[src/assert_macros.svh]
// assertion macros shared by the frame receiver modules
`ifndef ASSERT_MACROS_SVH
`define ASSERT_MACROS_SVH

// property must hold at every clock edge outside reset
`define AST_HOLDS(lbl, clk, rst_n, prop) \
  lbl: assert property (@(posedge clk) disable iff (!rst_n) prop) \
    else $error("assertion failed");

// condition must never be seen at a clock edge outside reset
`define AST_NEVER(lbl, clk, rst_n, cond) \
  lbl: assert property (@(posedge clk) disable iff (!rst_n) !(cond)) \
    else $error("forbidden condition seen");

`endif

[src/lfr_pkg.sv]
// types, constants and crc function of the frame receiver
`default_nettype none

package lfr_pkg;

  localparam int unsigned CNT_W      = 7;
  localparam int unsigned MIN_FRAME  = 7;
  localparam int unsigned HDR_LEN    = 5;
  localparam int unsigned ACK_LEN    = 7;
  localparam int unsigned ACK_CRC_N  = 5;
  localparam logic [15:0] CRC_INIT   = 16'hFFFF;
  localparam logic [15:0] CRC_POLY   = 16'h1021;
  localparam logic [15:0] CRC_MSB    = 16'h8000;

  localparam logic [7:0] RST_LOCAL_ID  = 8'd0;
  localparam logic [7:0] RST_BCAST_ID  = 8'd255;
  localparam logic [7:0] RST_ACK_MASK  = 8'd1;
  localparam logic [7:0] RST_ACK_FLAG  = 8'd2;
  localparam logic [7:0] RST_HOST_MAX  = 8'd41;

  typedef enum logic [1:0] {
    KIND_PAY  = 2'd0,
    KIND_STAT = 2'd1,
    KIND_ACK  = 2'd2
  } kind_e;

  typedef enum logic [2:0] {
    FS_OK        = 3'd0,
    FS_SHORT     = 3'd1,
    FS_NOT_ADDR  = 3'd2,
    FS_LEN_BAD   = 3'd3,
    FS_CRC_BAD   = 3'd4
  } fstat_e;

  typedef enum logic [2:0] {
    CFG_LOCAL_ID = 3'd0,
    CFG_BCAST_ID = 3'd1,
    CFG_ACK_MASK = 3'd2,
    CFG_ACK_FLAG = 3'd3,
    CFG_HOST_MAX = 3'd4
  } cfg_idx_e;

  // controller to datapath
  typedef struct packed {
    logic  rx_take;
    logic  eval;
    logic  cnt_clr;
    logic  cnt_inc;
    logic  crc_step;
    logic  crc_clr;
    logic  load_out;
    kind_e out_kind;
    logic  out_last;
  } cmd_t;

  // datapath to controller
  typedef struct packed {
    logic out_free;
    logic want_ack;
    logic pay_done;
    logic crc_done;
    logic ack_last;
  } sts_t;

  // one byte of crc-16, msb first
  function automatic logic [15:0] crc_feed(input logic [15:0] crc, input logic [7:0] b);
    logic [15:0] c;
    c = crc ^ {b, 8'h00};
    for (int k = 0; k < 8; k++) begin
      if ((c & CRC_MSB) != 16'h0000) begin
        c = {c[14:0], 1'b0} ^ CRC_POLY;
      end else begin
        c = {c[14:0], 1'b0};
      end
    end
    return c;
  endfunction

endpackage

`default_nettype wire

[src/lfr_ctrl.sv]
// controller state machine of the frame receiver
`default_nettype none
`include "assert_macros.svh"

module lfr_ctrl (
  input  wire logic          clk_i,
  input  wire logic          rst_ni,
  input  wire logic          in_valid_i,
  output logic               in_ready_o,
  input  wire logic          end_of_frame_i,
  input  wire lfr_pkg::sts_t sts_i,
  output lfr_pkg::cmd_t      cmd_o
);
  import lfr_pkg::*;

  typedef enum logic [5:0] {
    ST_RX     = 6'b000001,
    ST_EVAL   = 6'b000010,
    ST_PAY    = 6'b000100,
    ST_STAT   = 6'b001000,
    ST_ACKCRC = 6'b010000,
    ST_ACK    = 6'b100000
  } state_e;

  state_e state_q, state_d;

  assign in_ready_o = (state_q == ST_RX);

  always_comb begin
    state_d = state_q;
    cmd_o   = '0;
    cmd_o.out_kind = KIND_STAT;
    case (state_q)
      ST_RX: begin
        if (in_valid_i) begin
          cmd_o.rx_take = 1'b1;
          if (end_of_frame_i) begin
            state_d = ST_EVAL;
          end
        end
      end
      ST_EVAL: begin
        cmd_o.eval    = 1'b1;
        cmd_o.cnt_clr = 1'b1;
        state_d       = ST_PAY;
      end
      ST_PAY: begin
        if (sts_i.pay_done) begin
          state_d = ST_STAT;
        end else if (sts_i.out_free) begin
          cmd_o.load_out = 1'b1;
          cmd_o.out_kind = KIND_PAY;
          cmd_o.cnt_inc  = 1'b1;
        end
      end
      ST_STAT: begin
        if (sts_i.out_free) begin
          cmd_o.load_out = 1'b1;
          cmd_o.out_kind = KIND_STAT;
          cmd_o.out_last = !sts_i.want_ack;
          cmd_o.cnt_clr  = 1'b1;
          state_d        = sts_i.want_ack ? ST_ACKCRC : ST_RX;
        end
      end
      ST_ACKCRC: begin
        cmd_o.crc_step = 1'b1;
        if (sts_i.crc_done) begin
          cmd_o.cnt_clr = 1'b1;
          state_d       = ST_ACK;
        end else begin
          cmd_o.cnt_inc = 1'b1;
        end
      end
      ST_ACK: begin
        if (sts_i.out_free) begin
          cmd_o.load_out = 1'b1;
          cmd_o.out_kind = KIND_ACK;
          cmd_o.cnt_inc  = 1'b1;
          if (sts_i.ack_last) begin
            cmd_o.out_last = 1'b1;
            cmd_o.crc_clr  = 1'b1;
            state_d        = ST_RX;
          end
        end
      end
      default: begin
        state_d = ST_RX;
      end
    endcase
  end

  always_ff @(posedge clk_i or negedge rst_ni) begin
    if (!rst_ni) begin
      state_q <= ST_RX;
    end else begin
      state_q <= state_d;
    end
  end

  `AST_NEVER(a_load_busy, clk_i, rst_ni, cmd_o.load_out && !sts_i.out_free)
  `AST_HOLDS(a_ack_wanted, clk_i, rst_ni,
             (state_q == ST_ACKCRC || state_q == ST_ACK) |-> sts_i.want_ack)

endmodule

`default_nettype wire

[src/lfr_dp.sv]
// datapath of the frame receiver: store, crc, checks, output register
`default_nettype none
`include "assert_macros.svh"

module lfr_dp #(
  parameter int unsigned MAX_FRAME = 48
) (
  input  wire logic          clk_i,
  input  wire logic          rst_ni,
  input  wire logic          cfg_valid_i,
  input  wire logic [2:0]    cfg_index_i,
  input  wire logic [7:0]    cfg_data_i,
  input  wire logic [7:0]    rx_byte_i,
  input  wire lfr_pkg::cmd_t cmd_i,
  output lfr_pkg::sts_t      sts_o,
  input  wire logic          out_ready_i,
  output logic               out_valid_o,
  output logic [1:0]         kind_o,
  output logic [7:0]         data_byte_o,
  output logic [7:0]         source_id_o,
  output logic [7:0]         payload_length_o,
  output logic [2:0]         frame_status_o,
  output logic               last_o
);
  import lfr_pkg::*;

  localparam int unsigned AW = $clog2(MAX_FRAME);

  // configuration
  logic [7:0] local_id_q, bcast_id_q, ack_mask_q, ack_flag_q, host_max_q;

  // frame state
  logic [CNT_W-1:0] cnt_q;
  logic             ovf_q;
  logic [15:0]      crc_q, crc_d;
  logic [7:0]       dly0_q, dly1_q;
  logic [7:0]       dst_q, src_q, seq_q, flags_q, plen_q;
  logic [7:0]       mem [MAX_FRAME];
  logic [7:0]       rd_data_q;

  // verdict
  fstat_e     stat_q, stat_d;
  logic       want_ack_q, want_ack_d;
  logic [7:0] ncopy_q, ncopy_d;
  logic [7:0] rep_src_q, rep_plen_q;

  // item counter, payload index or ack byte index
  logic [7:0] pcnt_q, pcnt_d;
  logic [7:0] rd_pos;
  logic [7:0] ack_byte;

  // output register
  logic       ovalid_q;
  kind_e      okind_q;
  logic [7:0] odata_q, osrc_q, oplen_q;
  fstat_e     ostat_q;
  logic       olast_q;
  logic [7:0] odata_d;

  logic take_ok;
  logic too_short, dst_ok, len_bad, crc_bad;

  assign take_ok = cmd_i.rx_take && (cnt_q < CNT_W'(MAX_FRAME));

  always_ff @(posedge clk_i or negedge rst_ni) begin
    if (!rst_ni) begin
      local_id_q <= RST_LOCAL_ID;
      bcast_id_q <= RST_BCAST_ID;
      ack_mask_q <= RST_ACK_MASK;
      ack_flag_q <= RST_ACK_FLAG;
      host_max_q <= RST_HOST_MAX;
    end else if (cfg_valid_i) begin
      case (cfg_idx_e'(cfg_index_i))
        CFG_LOCAL_ID: local_id_q <= cfg_data_i;
        CFG_BCAST_ID: bcast_id_q <= cfg_data_i;
        CFG_ACK_MASK: ack_mask_q <= cfg_data_i;
        CFG_ACK_FLAG: ack_flag_q <= cfg_data_i;
        CFG_HOST_MAX: host_max_q <= cfg_data_i;
        default: ;
      endcase
    end
  end

  // frame checks on the state left by the final byte
  always_comb begin
    too_short = (cnt_q < CNT_W'(MIN_FRAME));
    dst_ok    = (dst_q == local_id_q) || (dst_q == bcast_id_q);
    len_bad   = ovf_q || (({1'b0, plen_q} + 9'(MIN_FRAME)) != {2'b00, cnt_q});
    crc_bad   = ({dly0_q, dly1_q} != crc_q);
    if (too_short) begin
      stat_d = FS_SHORT;
    end else if (!dst_ok) begin
      stat_d = FS_NOT_ADDR;
    end else if (len_bad) begin
      stat_d = FS_LEN_BAD;
    end else if (crc_bad) begin
      stat_d = FS_CRC_BAD;
    end else begin
      stat_d = FS_OK;
    end
    want_ack_d = (stat_d == FS_OK) && ((flags_q & ack_mask_q) != 8'h00)
                 && (dst_q == local_id_q);
    if (stat_d != FS_OK) begin
      ncopy_d = 8'd0;
    end else if (plen_q > host_max_q) begin
      ncopy_d = host_max_q;
    end else begin
      ncopy_d = plen_q;
    end
  end

  // ack frame bytes; crc bytes come from the shared crc register
  always_comb begin
    case (pcnt_q[2:0])
      3'd0:    ack_byte = src_q;
      3'd1:    ack_byte = local_id_q;
      3'd2:    ack_byte = seq_q;
      3'd3:    ack_byte = ack_flag_q;
      3'd5:    ack_byte = crc_q[15:8];
      3'd6:    ack_byte = crc_q[7:0];
      default: ack_byte = 8'h00;
    endcase
  end

  always_comb begin
    crc_d = crc_q;
    if (cmd_i.eval || cmd_i.crc_clr) begin
      crc_d = CRC_INIT;
    end else if (cmd_i.rx_take && (cnt_q >= CNT_W'(2))) begin
      crc_d = crc_feed(crc_q, dly0_q);
    end else if (cmd_i.crc_step) begin
      crc_d = crc_feed(crc_q, ack_byte);
    end
  end

  always_comb begin
    pcnt_d = pcnt_q;
    if (cmd_i.cnt_clr) begin
      pcnt_d = 8'd0;
    end else if (cmd_i.cnt_inc) begin
      pcnt_d = pcnt_q + 8'd1;
    end
  end

  assign rd_pos = 8'(HDR_LEN) + pcnt_d;

  always_ff @(posedge clk_i or negedge rst_ni) begin
    if (!rst_ni) begin
      cnt_q      <= '0;
      ovf_q      <= 1'b0;
      crc_q      <= CRC_INIT;
      dly0_q     <= 8'h00;
      dly1_q     <= 8'h00;
      pcnt_q     <= 8'd0;
      stat_q     <= FS_OK;
      want_ack_q <= 1'b0;
      ncopy_q    <= 8'd0;
    end else begin
      crc_q  <= crc_d;
      pcnt_q <= pcnt_d;
      if (cmd_i.eval) begin
        cnt_q      <= '0;
        ovf_q      <= 1'b0;
        dly0_q     <= 8'h00;
        dly1_q     <= 8'h00;
        stat_q     <= stat_d;
        want_ack_q <= want_ack_d;
        ncopy_q    <= ncopy_d;
      end else if (cmd_i.rx_take) begin
        if (!take_ok) begin
          ovf_q <= 1'b1;
        end
        dly0_q <= dly1_q;
        dly1_q <= rx_byte_i;
        if (cnt_q != {CNT_W{1'b1}}) begin
          cnt_q <= cnt_q + CNT_W'(1);
        end
      end
    end
  end

  // header bytes kept in flops
  always_ff @(posedge clk_i) begin
    if (cmd_i.rx_take) begin
      if (cnt_q == CNT_W'(0)) dst_q   <= rx_byte_i;
      if (cnt_q == CNT_W'(1)) src_q   <= rx_byte_i;
      if (cnt_q == CNT_W'(2)) seq_q   <= rx_byte_i;
      if (cnt_q == CNT_W'(3)) flags_q <= rx_byte_i;
      if (cnt_q == CNT_W'(4)) plen_q  <= rx_byte_i;
    end
    if (cmd_i.eval) begin
      rep_src_q  <= too_short ? 8'h00 : src_q;
      rep_plen_q <= too_short ? 8'h00 : plen_q;
    end
  end

  // frame store, one write and one registered read per cycle
  always_ff @(posedge clk_i) begin
    if (take_ok) begin
      mem[cnt_q[AW-1:0]] <= rx_byte_i;
    end
    if (rd_pos < 8'(MAX_FRAME)) begin
      rd_data_q <= mem[rd_pos[AW-1:0]];
    end
  end

  always_comb begin
    case (cmd_i.out_kind)
      KIND_PAY: odata_d = rd_data_q;
      KIND_ACK: odata_d = ack_byte;
      default:  odata_d = 8'h00;
    endcase
  end

  always_ff @(posedge clk_i or negedge rst_ni) begin
    if (!rst_ni) begin
      ovalid_q <= 1'b0;
    end else if (cmd_i.load_out) begin
      ovalid_q <= 1'b1;
    end else if (out_ready_i) begin
      ovalid_q <= 1'b0;
    end
  end

  always_ff @(posedge clk_i) begin
    if (cmd_i.load_out) begin
      okind_q <= cmd_i.out_kind;
      odata_q <= odata_d;
      osrc_q  <= rep_src_q;
      oplen_q <= rep_plen_q;
      ostat_q <= stat_q;
      olast_q <= cmd_i.out_last;
    end
  end

  assign sts_o.out_free = !ovalid_q || out_ready_i;
  assign sts_o.want_ack = want_ack_q;
  assign sts_o.pay_done = (pcnt_q == ncopy_q);
  assign sts_o.crc_done = (pcnt_q == 8'(ACK_CRC_N - 1));
  assign sts_o.ack_last = (pcnt_q == 8'(ACK_LEN - 1));

  assign out_valid_o      = ovalid_q;
  assign kind_o           = okind_q;
  assign data_byte_o      = odata_q;
  assign source_id_o      = osrc_q;
  assign payload_length_o = oplen_q;
  assign frame_status_o   = ostat_q;
  assign last_o           = olast_q;

  `AST_HOLDS(a_pay_only_ok, clk_i, rst_ni,
             (ovalid_q && (okind_q == KIND_PAY)) |-> (stat_q == FS_OK))
  `AST_HOLDS(a_eval_clears, clk_i, rst_ni,
             cmd_i.eval |=> ((cnt_q == '0) && (crc_q == CRC_INIT) && !ovf_q))

endmodule

`default_nettype wire

[src/link_frame_receiver_with_ack_core.sv]
// top level of the link frame receiver with ack generation
`default_nettype none

// channel   direction  handshake                 payload
// in        request    in_valid_i / in_ready_o   rx_byte_i, end_of_frame_i
// out       result     out_valid_o / out_ready_i kind_o, data_byte_o, source_id_o,
//                                                 payload_length_o, frame_status_o, last_o
// cfg       write      cfg_valid_i / cfg_ready_o cfg_index_i, cfg_data_i
//
// one byte request per cycle while receiving; crc advances one byte per cycle
// after the final byte: a check step, one payload result per cycle while the output is free,
// an idle step, the status result, then the ack crc over five bytes and seven ack bytes
// a stalled output holds the sequencer; the receive side reopens once the
// final result of a frame sits in the output register
// reset clears control and frame state; the frame store needs no clearing

module link_frame_receiver_with_ack_core #(
  parameter int unsigned MAX_FRAME = 48
) (
  input  wire logic       clk_i,
  input  wire logic       rst_ni,
  // byte requests
  input  wire logic       in_valid_i,
  output logic            in_ready_o,
  input  wire logic [7:0] rx_byte_i,
  input  wire logic       end_of_frame_i,
  // result items
  output logic            out_valid_o,
  input  wire logic       out_ready_i,
  output logic [1:0]      kind_o,
  output logic [7:0]      data_byte_o,
  output logic [7:0]      source_id_o,
  output logic [7:0]      payload_length_o,
  output logic [2:0]      frame_status_o,
  output logic            last_o,
  // register writes
  input  wire logic       cfg_valid_i,
  output logic            cfg_ready_o,
  input  wire logic [2:0] cfg_index_i,
  input  wire logic [7:0] cfg_data_i
);
  import lfr_pkg::*;

  cmd_t cmd;
  sts_t sts;

  // registers are always writable
  assign cfg_ready_o = 1'b1;

  // sequencer: receive, check, payload, status, ack crc, ack bytes
  lfr_ctrl u_ctrl (
    .clk_i          (clk_i),
    .rst_ni         (rst_ni),
    .in_valid_i     (in_valid_i),
    .in_ready_o     (in_ready_o),
    .end_of_frame_i (end_of_frame_i),
    .sts_i          (sts),
    .cmd_o          (cmd)
  );

  // store, header flops, shared crc unit, verdict and output register
  lfr_dp #(
    .MAX_FRAME (MAX_FRAME)
  ) u_dp (
    .clk_i            (clk_i),
    .rst_ni           (rst_ni),
    .cfg_valid_i      (cfg_valid_i),
    .cfg_index_i      (cfg_index_i),
    .cfg_data_i       (cfg_data_i),
    .rx_byte_i        (rx_byte_i),
    .cmd_i            (cmd),
    .sts_o            (sts),
    .out_ready_i      (out_ready_i),
    .out_valid_o      (out_valid_o),
    .kind_o           (kind_o),
    .data_byte_o      (data_byte_o),
    .source_id_o      (source_id_o),
    .payload_length_o (payload_length_o),
    .frame_status_o   (frame_status_o),
    .last_o           (last_o)
  );

endmodule

`default_nettype wire
[config.mk]
export PLATFORM = sky130hd
export DESIGN_NAME = link_frame_receiver_with_ack_core
export DESIGN_NICKNAME = d
export VERILOG_FILES = /design/src/lfr_pkg.sv /design/src/lfr_ctrl.sv /design/src/lfr_dp.sv /design/src/link_frame_receiver_with_ack_core.sv
export VERILOG_INCLUDE_DIRS = /design/src /design/src/src
export SDC_FILE = /design/constraint.sdc
export NUM_CORES = 1
export LEC_CHECK = 0
export BUFFER_PORTS_ARGS = -buffer_cell sky130_fd_sc_hd__buf_2
export CAP_MARGIN = 40
export CORE_ASPECT_RATIO = 0.75
export CORE_MARGIN = 5
export CORE_UTILIZATION = 35
export CTS_BUF_LIST = sky130_fd_sc_hd__clkbuf_4 sky130_fd_sc_hd__clkbuf_8
export DETAILED_ROUTE_END_ITERATION = 12
export PLACE_DENSITY_LB_ADDON = 0.08
export SLEW_MARGIN = 20
export SYNTH_ARGS = -nofsm -noshare
export SYNTH_HDL_FRONTEND = slang
export SYNTH_SLANG_ARGS = --single-unit
[constraint.sdc]
create_clock -name clk_i -period 6.1 [get_ports clk_i]
set_clock_uncertainty 0.1 [all_clocks]
set_input_delay 1.22 -clock clk_i [delete_from_list [all_inputs] [get_ports clk_i]]
set_output_delay 1.22 -clock clk_i [all_outputs]
set_load 0.05 [all_outputs]
==> flow_summary.json, run 1 <==
{
  "io_pins": 58,
  "dieArea_sq_mm": 0.0767,
  "hold_class": "flip-flop to flip-flop",
  "largest_reg_flops": 384,
  "final_antenna_net_count": 0,
  "gp_congestion": 0.846,
  "syn2layout_area_growth_pct": 15.2,
  "start_kind": "flip-flop",
  "numCtsBuffers": 97,
  "grt_overflow_total": 0,
  "worst_slack_ns": 0.925,
  "drt-initial-drc-count": 1642,
  "reg2reg_depth": 16,
  "vdd_drop_max_mv": 0.282,
  "grt_pass1_vias": 14900,
  "cts-resized-gates": 0,
  "setup_tns_ns": 0,
  "synthesis.area_sq_mm": 0.0249,
  "synth.distinct_cells": 80,
  "die_y_microns": 241,
  "drc": 0,
  "synth.avg_cell_area_sq_um": 15.2,
  "cp_data_arrival_time_ns": 5.51,
  "p_clk_frac": 0.291,
  "yosysWarningCount": 0,
  "path_common_cell": "inv_1",
  "cts_buffer_depth": 3,
  "ys_async_sr_fraction": 0.183,
  "vias": 15000,
  "fin_cells": 2826,
  "ys_ff_latch": 585,
  "post-place-ws_ns": 0.738,
  "crit_slowest_cell": "nor4_2",
  "hpwl_mm": 48.8,
  "cts_tree": "built",
  "wirelength_mm": 74.1,
  "nNetsFinal": 1841,
  "antenna_found_initial": 4,
  "clkLatencyLatePin_ns": 0.72,
  "max_slew_margin": 0.428,
  "power_switching_mw": 4.21,
  "port_buffers": 56,
  "synthFlopType": "edfxtp_1",
  "rows": 84,
  "cts_setup_buffers": 0,
  "comb_power_share": 0.300,
  "wire_per_inst_microns": 26.2,
  "rsz0062_at_grt": "no",
  "power_density_mw_per_mm2": 430,
  "cts.sinks": 585,
  "grt.total_usage": 0.192,
  "seqPwrFrac": 0.409,
  "grt_pass1_wl_mm": 108,
  "cp_cell_sequence": "inv_1, ha_1, nor3b_1, a211o_1, nand2_1, nor4_2, nor2_4, inv_1, ha_4, or3_1, and2_4, buf_4, mux4_2, mux2_2, mux2i_1, a22oi_1",
  "status": "finished clean",
  "cp_max_fo": 31,
  "cp.required_ns": 6.44,
  "htreeDepth": 3,
  "hold_viol": 0,
  "endpoint_kind": "flip-flop",
  "cts_hold_buffers": 0,
  "min_period_ns": 5.18,
  "p_total_mw": 12.3,
  "worstMarginPinSlew_ns": 0.855,
  "vias_per_cell": 5.31,
  "clockRootBuffer": "clkbuf_8",
  "syn_nets": 1683,
  "p_int_mw": 8.13,
  "grt_max_degree": 86,
  "seq_area_frac_synth": 0.685,
  "setup_viol": 0,
  "first_pass_iters": 7,
  "fmax_ghz": 0.193,
  "core_area_sq_mm": 0.0703,
  "start_util": 0.354,
  "crit_type": "flip-flop to flip-flop",
  "syn-instance-count": 1640,
  "post_route_cells_drive_above_1_share": 0.247,
  "period_share": 0.848,
  "die_w_microns": 318,
  "clk_pin_slew_ns": 0.07,
  "hold_path_depth": 0,
  "slew_viol_final": 0,
  "crit_path_max_incr_delay_ns": 0.57,
  "dp.cells": 2636,
  "swShare": 0.341,
  "leakage_nw": 10.3,
  "max_cap_viol_count": 0,
  "synth_edf_count": 478
}
-- worst paths after layout --
check,start,end,slack (ns)
setup reg to reg,u_dp.pcnt_q[0]$_DFF_PN0_,u_dp.rd_data_q[2]$_DFFE_PN_,0.92
max in group asynchronous,rst_ni,u_dp.dly1_q[5]$_DFFE_PN0P_,4.31
hold reg to reg,u_dp.rep_plen_q[4]$_SDFFCE_PP0P_,u_dp.payload_length_o[4]$_DFFE_PP_,0.31
hold / removal,u_dp.rep_plen_q[4]$_SDFFCE_PP0P_,u_dp.payload_length_o[4]$_DFFE_PP_,0.31
setup / recovery,u_dp.pcnt_q[0]$_DFF_PN0_,u_dp.rd_data_q[2]$_DFFE_PN_,0.92
min in group asynchronous,rst_ni,u_dp.ncopy_q[7]$_DFFE_PN0P_,0.45
-- stage by stage --
stage               hold slack (ns)  area [sq um]  utilization
floorplan                     0.300         24900            -
global placement              0.302         26200        0.373
detailed placement            0.305         26600        0.379
CTS                           0.321         28600        0.407
global route                  0.333         28700        0.408
finish                        0.313         28700        0.408
-- layout by cell type, fill, tap and decap left out, types with 29 or more instances in the layout --
master	synthesis	layout
dfrtp_1	77	77
buf_4	7	78
xor2_1	29	29
clkbuf_4	0	29
mux2_2	45	45
dfstp_2	30	30
o21ai_0	46	46
mux2i_1	67	67
buf_2	12	57
a21oi_1	41	40
mux4_2	67	67
edfxtp_1	478	478
nand2_1	146	145
nand3_1	57	57
nor2_1	118	118
clkbuf_8	0	108
xnor2_1	67	67
-- synth_stat cells (5+ instances only) --
library cell | count | area share
mux4_2 | 67 | 0.061
nand2_1 | 146 | 0.022
xnor2_1 | 67 | 0.024
a211oi_1 | 16 | 0.0048
dfstp_2 | 30 | 0.032
ha_1 | 18 | 0.0090
buf_2 | 12 | 0.0024
buf_1 | 8 | 0.0012
inv_1 | 23 | 0.0035
a22o_1 | 7 | 0.0025
nand4_1 | 23 | 0.0058
a21boi_0 | 12 | 0.0036
and3_1 | 7 | 0.0018
mux2i_1 | 67 | 0.027
a222oi_1 | 9 | 0.0036
buf_6 | 5 | 0.0023
clkbuf_1 | 48 | 0.0072
dfrtp_1 | 77 | 0.077
nor3b_1 | 5 | 0.0015
or4_1 | 6 | 0.0018
a22oi_1 | 13 | 0.0039
mux2_2 | 45 | 0.020
or3_1 | 5 | 0.0013
and2_1 | 26 | 0.0065
edfxtp_1 | 478 | 0.58
nor2b_1 | 10 | 0.0025
o22ai_1 | 5 | 0.0013
buf_4 | 7 | 0.0021
o21ai_0 | 46 | 0.0092
nor3_1 | 21 | 0.0042
nor2_1 | 118 | 0.018
a2111oi_0 | 6 | 0.0021
xor2_1 | 29 | 0.010
a21oi_1 | 41 | 0.0082
nand3_1 | 57 | 0.011
a32oi_1 | 5 | 0.0018
-- worst max-delay path, delay by kind of cell, from the launching register on --
kind | cells | cell delay, ns
adder cells (fa/ha/maj) | 2 | 0.55
flip-flops | 1 | 0.47
AO/OA/AOI/OAI | 2 | 0.35
buffers and inverters | 3 | 0.80
multiplexers | 3 | 0.91
AND/OR/NAND/NOR | 6 | 1.69
-- layout make-up --
class	instances	area, sq um
multi-input combinational	949	7370
clock buffer	137	1700
tap	946	1180
fill	6549	41600
clock inverter	41	288
antenna	3	7.51
timing repair buffer	141	980
sequential	585	17100
inverter	24	90.1
-- routing by layer --
metal,up-vias,share of wire,wire [microns],GRT usage
li1,6605,-,-,-
met1,7781,0.50,36900,0.301
met2,526,0.41,30200,0.262
met3,107,0.075,5570,0.0541
met4,0,0.019,1370,0.0438
met5,-,0,0,0
-- power groups by stage --
| stage | Combinational [mW] | Sequential [mW] | Clock (mW) |
|---|---|---|---|
| finish | 3.70 | 5.04 | 3.59 |
| global route | 4.00 | 5.08 | 3.90 |
| CTS | 3.69 | 5.06 | 3.71 |
| detailed placement | 3.67 | 5.14 | 0 |
| global placement | 3.64 | 5.14 | 0 |
| floorplan | 2.54 | 5.00 | 0 |
-- cells by family after synthesis --
kind of cell	synth area share
AO/OA/AOI/OAI	0.0580
XOR/XNOR	0.0338
adder cells (fa/ha/maj)	0.00904
buffers and inverters	0.0204
flip-flops	0.685
multiplexers	0.109
other	0.000151
AND/OR/NAND/NOR	0.0847
Power figures use the tool's default switching activity.
==> run 2, diff against run 1 <==
==> constraint.sdc (replaced) <==
create_clock -name clk_i -period 4.4 [get_ports clk_i]
set_clock_uncertainty 0.1 [all_clocks]
set_input_delay 0.88 -clock clk_i [delete_from_list [all_inputs] [get_ports clk_i]]
set_output_delay 0.88 -clock clk_i [all_outputs]
set_load 0.05 [all_outputs]
==> flow_summary.json, run 2 (synthesized netlist as in run 1, its figures left out) <==
{
  "setup_viol": 0,
  "max_cap_viol_count": 0,
  "vias": 15300,
  "wire_per_inst_microns": 25.7,
  "nNetsFinal": 1906,
  "worst-path-buf-inv": 2,
  "slew_viol_final": 0,
  "cp_cell_sequence": "or4_4, or3b_4, o211ai_4, nor4_4, nor2_4, inv_4, ha_4, or3_1, and2_4, buf_4, mux2i_1, mux4_2, mux2i_1, o211a_1",
  "gp_congestion": 0.853,
  "grt_overflow_total": 0,
  "layout_commonest_cell": "edfxtp_1",
  "cp_data_arrival_time_ns": 4.67,
  "drt-initial-drc-count": 1447,
  "setup_tns_ns": 0,
  "largest_reg_flops": 384,
  "critPathTopFamily": "simple AND/OR/NAND/NOR gates",
  "cp_max_fo": 9,
  "gr-usage-met3": 0.0329,
  "final_antenna_net_count": 0,
  "grt_max_degree": 78,
  "hold_viol": 0,
  "vdd_drop_max_mv": 0.213,
  "post_route_cells_drive_above_1_share": 0.278,
  "vias_per_cell": 5.29,
  "grt_pass1_wl_mm": 108,
  "p_clk_frac": 0.279,
  "cts_buffer_depth": 3,
  "core_area_sq_mm": 0.0703,
  "syn2layout_area_growth_pct": 17.8,
  "min_period_ns": 4.30,
  "start_util": 0.354,
  "numCtsBuffers": 96,
  "fill_cells": 6476,
  "comb_power_share": 0.321,
  "rows": 84,
  "dp.cells": 2707,
  "die_w_microns": 318,
  "port_buffers": 56,
  "power_switching_mw": 5.95,
  "htreeDepth": 3,
  "crit_type": "flip-flop to flip-flop",
  "hold_class": "flip-flop to flip-flop",
  "reg2reg_depth": 14,
  "start_kind": "flip-flop",
  "startpoint": "u_ctrl.state_q[5]$_DFFE_PN0P_",
  "hold_ws_ns": 0.318,
  "fin_cells": 2885,
  "crit_slowest_cell": "or4_4",
  "drc": 0,
  "p_total_mw": 17.4,
  "period_share": 0.976,
  "crit_path_max_incr_delay_ns": 0.53,
  "hpwl_mm": 50.8,
  "die_y_microns": 241,
  "reg2reg_from": "u_ctrl.state_q[5]$_DFFE_PN0P_",
  "path_common_cell": "mux2i_1",
  "grt.total_usage": 0.192,
  "final_cell_mix": "478 x edfxtp_1, 145 x nand2_1, 136 x buf_4, 117 x nor2_1, 100 x clkbuf_8",
  "status": "finished clean",
  "wirelength_mm": 74.2,
  "clockRootBuffer": "clkbuf_8",
  "fmax_ghz": 0.233,
  "clkLatencyLatePin_ns": 0.71,
  "swShare": 0.341,
  "cts_tree": "built",
  "cp.required_ns": 4.77,
  "max_slew_margin": 0.442,
  "clk_pin_slew_ns": 0.07,
  "cts.sinks": 585,
  "grt_pass1_vias": 15300,
  "grt_use_met2": 0.267,
  "rsz0062_at_grt": "yes",
  "p_int_mw": 11.5,
  "dieArea_sq_mm": 0.0767,
  "cp.depth": 14,
  "io_pins": 58,
  "endpoint_kind": "flip-flop",
  "leakage_nw": 10.6,
  "cts_setup_buffers": 0,
  "seqPwrFrac": 0.401,
  "grt.met1_usage": 0.313,
  "worstHoldStart": "u_dp.rep_plen_q[2]$_SDFFCE_PP0P_",
  "first_pass_iters": 5,
  "power_density_mw_per_mm2": 594,
  "fin_util": 0.417,
  "hold_path_depth": 0,
  "antenna_found_initial": 4,
  "worstMarginPinSlew_ns": 0.834,
  "grt_busiest_layer": "met1"
}
==> run 2: cell count changes in the layout (fill, tap and decap cells not counted), moves of 3 or more <==
cell | before | now
clkbuf_8 | 108 | 100
buf_12 | 2 | 12
a2111oi_0 | 6 | 3
clkinv_1 | 21 | 18
mux2i_1 | 67 | 64
buf_4 | 78 | 136
clkinv_2 | 13 | 9
a2111oi_2 | 0 | 3
clkbuf_4 | 29 | 35
==> run 2: final timing paths <==
path / to / slack (ns)
setup / recovery: u_dp.rd_data_q[0]$_DFFE_PN_ / 0.10
hold / removal: u_dp.payload_length_o[2]$_DFFE_PP_ / 0.32
setup reg to reg: u_dp.rd_data_q[0]$_DFFE_PN_ / 0.10
hold reg to reg: u_dp.payload_length_o[2]$_DFFE_PP_ / 0.32
max in group asynchronous: u_dp.crc_q[11]$_DFFE_PN1P_ / 2.74
min in group asynchronous: u_dp.ack_mask_q[1]$_DFFE_PN0P_ / 0.59
==> run 2: cell type report <==
class / instances / area [sq um] / share of cell area
Timing Repair Buffer: 207 / 1610 / 0.0550
Inverter: 24 / 92.6 / 0.00316
Multi-Input combinational cell: 949 / 7450 / 0.254
Tap cell: 946 / 1180 / 0.0403
Clock buffer: 135 / 1640 / 0.0559
Clock inverter: 36 / 280 / 0.00955
Antenna cell: 3 / 7.51 / 0.000256
Sequential cell: 585 / 17100 / 0.582
==> run 2: power groups by stage <==
stage	clock network (mW)	logic, mW	registers, mW
floorplan	0	3.57	6.93
global placement	0	5.53	7.09
detailed placement	0	5.52	7.09
CTS	5.02	5.55	6.98
global route	5.27	5.98	7.03
finish	4.86	5.60	6.98
==> run 2: through the flow <==
stage	area, sq um	setup slack, ns
final	29300	0.104
after global routing	29300	-0.00638
after CTS	29200	0.00378
after detailed placement	27300	-0.0872
after global placement	27200	-0.0496
after floorplan	25000	-0.394
==> run 2: metal layers <==
| layer | up-vias | part of all wire |
|---|---|---|
| li1 | 6726 | - |
| met1 | 7997 | 0.52 |
| met2 | 440 | 0.41 |
| met3 | 91 | 0.055 |
| met4 | 0 | 0.018 |
| met5 | - | 0 |
==> run 2: what timing repair did <==
| item | in CTS | in global routing |
|---|---|---|
| hold endpoints to repair | 19 | 0 |
| endpoints found under the setup margin | 2 | 8 |
| hold buffers | 1 | 0 |
| gates resized for setup | 2 | 15 |
| pin swaps | 0 | 1 |
